<file path="src/rtl/uvs_divider.sv">
// Pipelined restoring divider of a wide numerator by an 11-bit divisor.
module uvs_divider #(
    parameter int NUM_W  = 44,
    parameter int STAGES = 6
) (
    input  logic             i_clk,
    input  logic             i_en,
    input  logic [NUM_W-1:0] i_num,
    input  logic [10:0]      i_den,
    output logic [NUM_W-1:0] o_quo
);
    localparam int SPS = (NUM_W + STAGES - 1) / STAGES;
    localparam int P   = SPS * STAGES;

    // Numerator bits shift out at the top while quotient bits shift in below.
    logic [P-1:0] r_num [STAGES];
    logic [10:0]  r_rem [STAGES];

    for (genvar s = 0; s < STAGES; s++) begin : g_stage
        logic [P-1:0] n_num;
        logic [10:0]  n_rem;

        always_comb begin
            logic [11:0] trial;
            if (s == 0) begin
                n_num = P'(i_num);
                n_rem = '0;
            end else begin
                n_num = r_num[(s == 0) ? 0 : s-1];
                n_rem = r_rem[(s == 0) ? 0 : s-1];
            end
            for (int k = 0; k < SPS; k++) begin
                trial = {n_rem, n_num[P-1]};
                n_num = {n_num[P-2:0], 1'b0};
                if (trial >= {1'b0, i_den}) begin
                    n_rem    = 11'(trial - {1'b0, i_den});
                    n_num[0] = 1'b1;
                end else begin
                    n_rem = trial[10:0];
                end
            end
        end

        always_ff @(posedge i_clk) begin
            if (i_en) begin
                r_num[s] <= n_num;
                r_rem[s] <= n_rem;
            end
        end
    end

    assign o_quo = r_num[STAGES-1][NUM_W-1:0];
endmodule

</file>
<file path="config.mk">
export PLATFORM = sky130hd
export DESIGN_NAME = uvs_divider
export DESIGN_NICKNAME = d
export VERILOG_FILES = /design/src/rtl/uvs_divider.sv
export SDC_FILE = /design/constraint.sdc
export NUM_CORES = 2
export LEC_CHECK = 0
export BUFFER_PORTS_ARGS = -buffer_cell sky130_fd_sc_hd__buf_4
export CAP_MARGIN = 20
export CORE_MARGIN = 1
export CORE_UTILIZATION = 40
export DETAILED_ROUTE_END_ITERATION = 10
export PLACE_DENSITY = 0.6
export SETUP_SLACK_MARGIN = 0.15
export SYNTH_ARGS = -nofsm -noshare
export SYNTH_HDL_FRONTEND = slang
export SYNTH_SLANG_ARGS = --single-unit
</file>
<file path="constraint.sdc">
create_clock -name i_clk -period 58.5 [get_ports i_clk]
set_input_delay 0 -clock i_clk [delete_from_list [all_inputs] [get_ports i_clk]]
set_output_delay 0 -clock i_clk [all_outputs]
set_load 0.01 [all_outputs]
</file>
==> reports/metrics.cfg <==
[placed_design]
gp_congestion = 0.926
dp_hpwl_um = 81900
port_buffers = 100
post-place-cells = 5633

[setup_path]
timing.rr.end = r_rem[1][9]$_DFFE_PP_
critical_path.max_fanout = 24
end_kind = flip-flop
reg2reg_slack_ps = 36550
required_ps = 58850
reg2reg_depth = 86
cp_top_family = compound AO/OA/AOI/OAI gates
critPathBufInv = 7
arrival_ps = 22300
critPathMaxStageDelay_ps = 730
start_kind = flip-flop
r2r-start = r_num[0][47]$_DFFE_PP_
path_class = reg -> reg
slowest_stage = o41ai_1

[clock_network]
cts_setup_buffers = 0
cts_buffers = 42
h-tree-depth = 2
cts_tree = yes
clock_latency_ps = 630
clock_sinks = 319
root_buffer = clkbuf_16
worst_setup_hold_path_clk_slew_ps = 60
clock_path_buffers = 3

[logic_synthesis]
synth_cell_types = 134
ys.flop_type = edfxtp_1
syn_area_sq_um = 39100
synth.area.top_cells = edfxtp_1, ha_1, mux2_2
synth.avg_cell_area_sq_um = 9.11
syn_inst = 4287
synth_fp_nets = 4902
yosys.area.top_type_share_pct = 24.5
yosysSeqAreaShare_pct = 24.5
synth_area_leader_cell = edfxtp_1
synth_edf_count = 319
async_reset_ff_share_pct = 0
synth-seq-cells = 319
yosysWarningCount = 0

[layout]
syn2layout_area_growth_pct = 10.3
final_nets = 5061
drive_gt1_share_pct = 12.2
multi_input_area_sq_um = 28000
mostFrequentLayoutCells = ha_1, nor2_1, edfxtp_1, a21oi_1, inv_1
diodes = 0
regArea_sq_um = 9580
instances_no_fill = 5753
n_fill_cell = 9454
final_common_cell = ha_1
fin_util_pct = 44.5

[detailed_routing]
vias_per_cell = 5.72
wl_per_cell_um = 18.8
dr.pass1.iters = 6
num_vias = 32900
wl_um = 108000
ant_nets = 0
drc_errors = 0
drt-initial-drc-count = 2168

[floorplan]
die-height_um = 315
initial_core_util_pct = 40.4
ios = 101
die_area_sq_um = 98900
core_area_sq_um = 96700
die_x_um = 315
rows = 114

[global_routing]
antenna_found_initial = 2
grt_pass1_wl_um = 171000
grt_pass1_vias = 31700
grt_max_degree = 81
grt.overflow.total = 0
grtUsageTotal_pct = 21.5

[timing]
skew_ps = 31.9
fmax_mhz = 45.6
slew_headroom_pct = 35.0
fin_tns_setup_ps = 0
worstMarginPinSlew_ps = 976
period_share_pct = 37.5
slew_viol_final = 0
finalHoldViolCount = 0
rsz0062_at_grt = false
finalSetupViolCount = 0
period_needed_ps = 21950

[run]
drv_cap = 0

[worst_hold_path]
holdPathEnd = r_num[0][15]$_DFFE_PP_
hold_path_depth = 2
hold_path.startpoint = i_num[7]
hold_class = in -> reg

[status]
status = complete, no violations

[metrics by stage]
step	setup WS (ps)	hold slack (ps)	cell area, sq um
after floorplan	38770	98.9	39100
after global placement	36330	179	41400
after detailed placement	36300	180	41400
after CTS	36820	54.9	43100
after global routing	34530	78.4	43100
final	36550	101	43100
[metal layers]
metal | vias up | part of all wire [%] | wire length, um | track usage, %
met5 | - | 0.0065 | 7 | 0
met1 | 15600 | 45 | 48300 | 27.6
met3 | 189 | 4.6 | 4990 | 2.98
met2 | 695 | 47 | 50700 | 36.6
met4 | 2 | 3.6 | 3920 | 7.94
li1 | 16500 | - | - | -
[final cells by class]
cell class,count,area share [%]
clock buffers,53,2.54
clock inverters,22,0.421
inverters,283,2.49
multi-input cells,3611,65.0
flip-flops and latches,319,22.2
well taps,1276,3.71
repair buffers,189,3.62
[worst max path at each step]
stage / start / to / slack (ps) / cells after the start
final: r_num[0][47]$_DFFE_PP_ / r_rem[1][9]$_DFFE_PP_ / 36550 / 86
after detailed placement: i_den[4] / r_rem[4][7]$_DFFE_PP_ / 36300 / 91
after floorplan: i_den[1] / r_rem[1][2]$_DFFE_PP_ / 38770 / 91
after global placement: i_den[4] / r_rem[4][10]$_DFFE_PP_ / 36330 / 92
after global routing: r_num[0][47]$_DFFE_PP_ / r_rem[1][8]$_DFFE_PP_ / 34530 / 86
after CTS: r_num[0][47]$_DFFE_PP_ / r_rem[1][8]$_DFFE_PP_ / 36820 / 86
[synthesized netlist by cell type (all sizes together), types with 13 or more instances]
library cell	n
a211o	21
a211oi	43
a21boi	41
a21o	138
a21oi	283
a221oi	14
a31oi	25
and2	22
and3	38
buf	56
clkbuf	17
edfxtp	319
fa	43
ha	515
inv	283
mux2	225
mux2i	118
nand2	257
nand2b	75
nand3	96
nand4	64
nor2	343
nor2b	85
nor3	98
nor3b	14
nor4	24
o2111ai	13
o211ai	30
o21a	80
o21ai	262
o21bai	28
o221ai	17
o22ai	21
o311a	17
o31a	17
o31ai	32
or2	19
or3	23
or4	17
xnor2	181
xor2	122
[state kept, by name (all words and copies together), names as in the netlist]
| register | cells |
|---|---|
| r_num | 264 |
| r_rem | 55 |
[worst reg2reg max path, delay by kind of cell, from the launching register on]
kind	cells	cell delay (ps)
AO/OA/AOI/OAI	45	10860
AND/OR/NAND/NOR	17	3300
adder cells (fa/ha/maj)	9	2960
multiplexers	8	2880
buffers and inverters	7	1230
flip-flops	1	430
[logic make-up after synthesis]
group	synth area share, %
muxes	9.72
xor gates and xnor gates	6.79
and+or+nand+nor	15.8
AOI/OAI and AO/OA	20.6
buffers and inverters	3.83
adders and majority gates	18.7
DFF	24.5
[what timing repair did]
item / in CTS / in global routing
hold endpoints to repair: 88 / 0
gates resized for setup: 0 / 0
hold buffers: 43 / 0
Power is left out: the tool's default activity adds up to more than one toggle a clock period on the data nets, which glitch-free logic cannot reach.
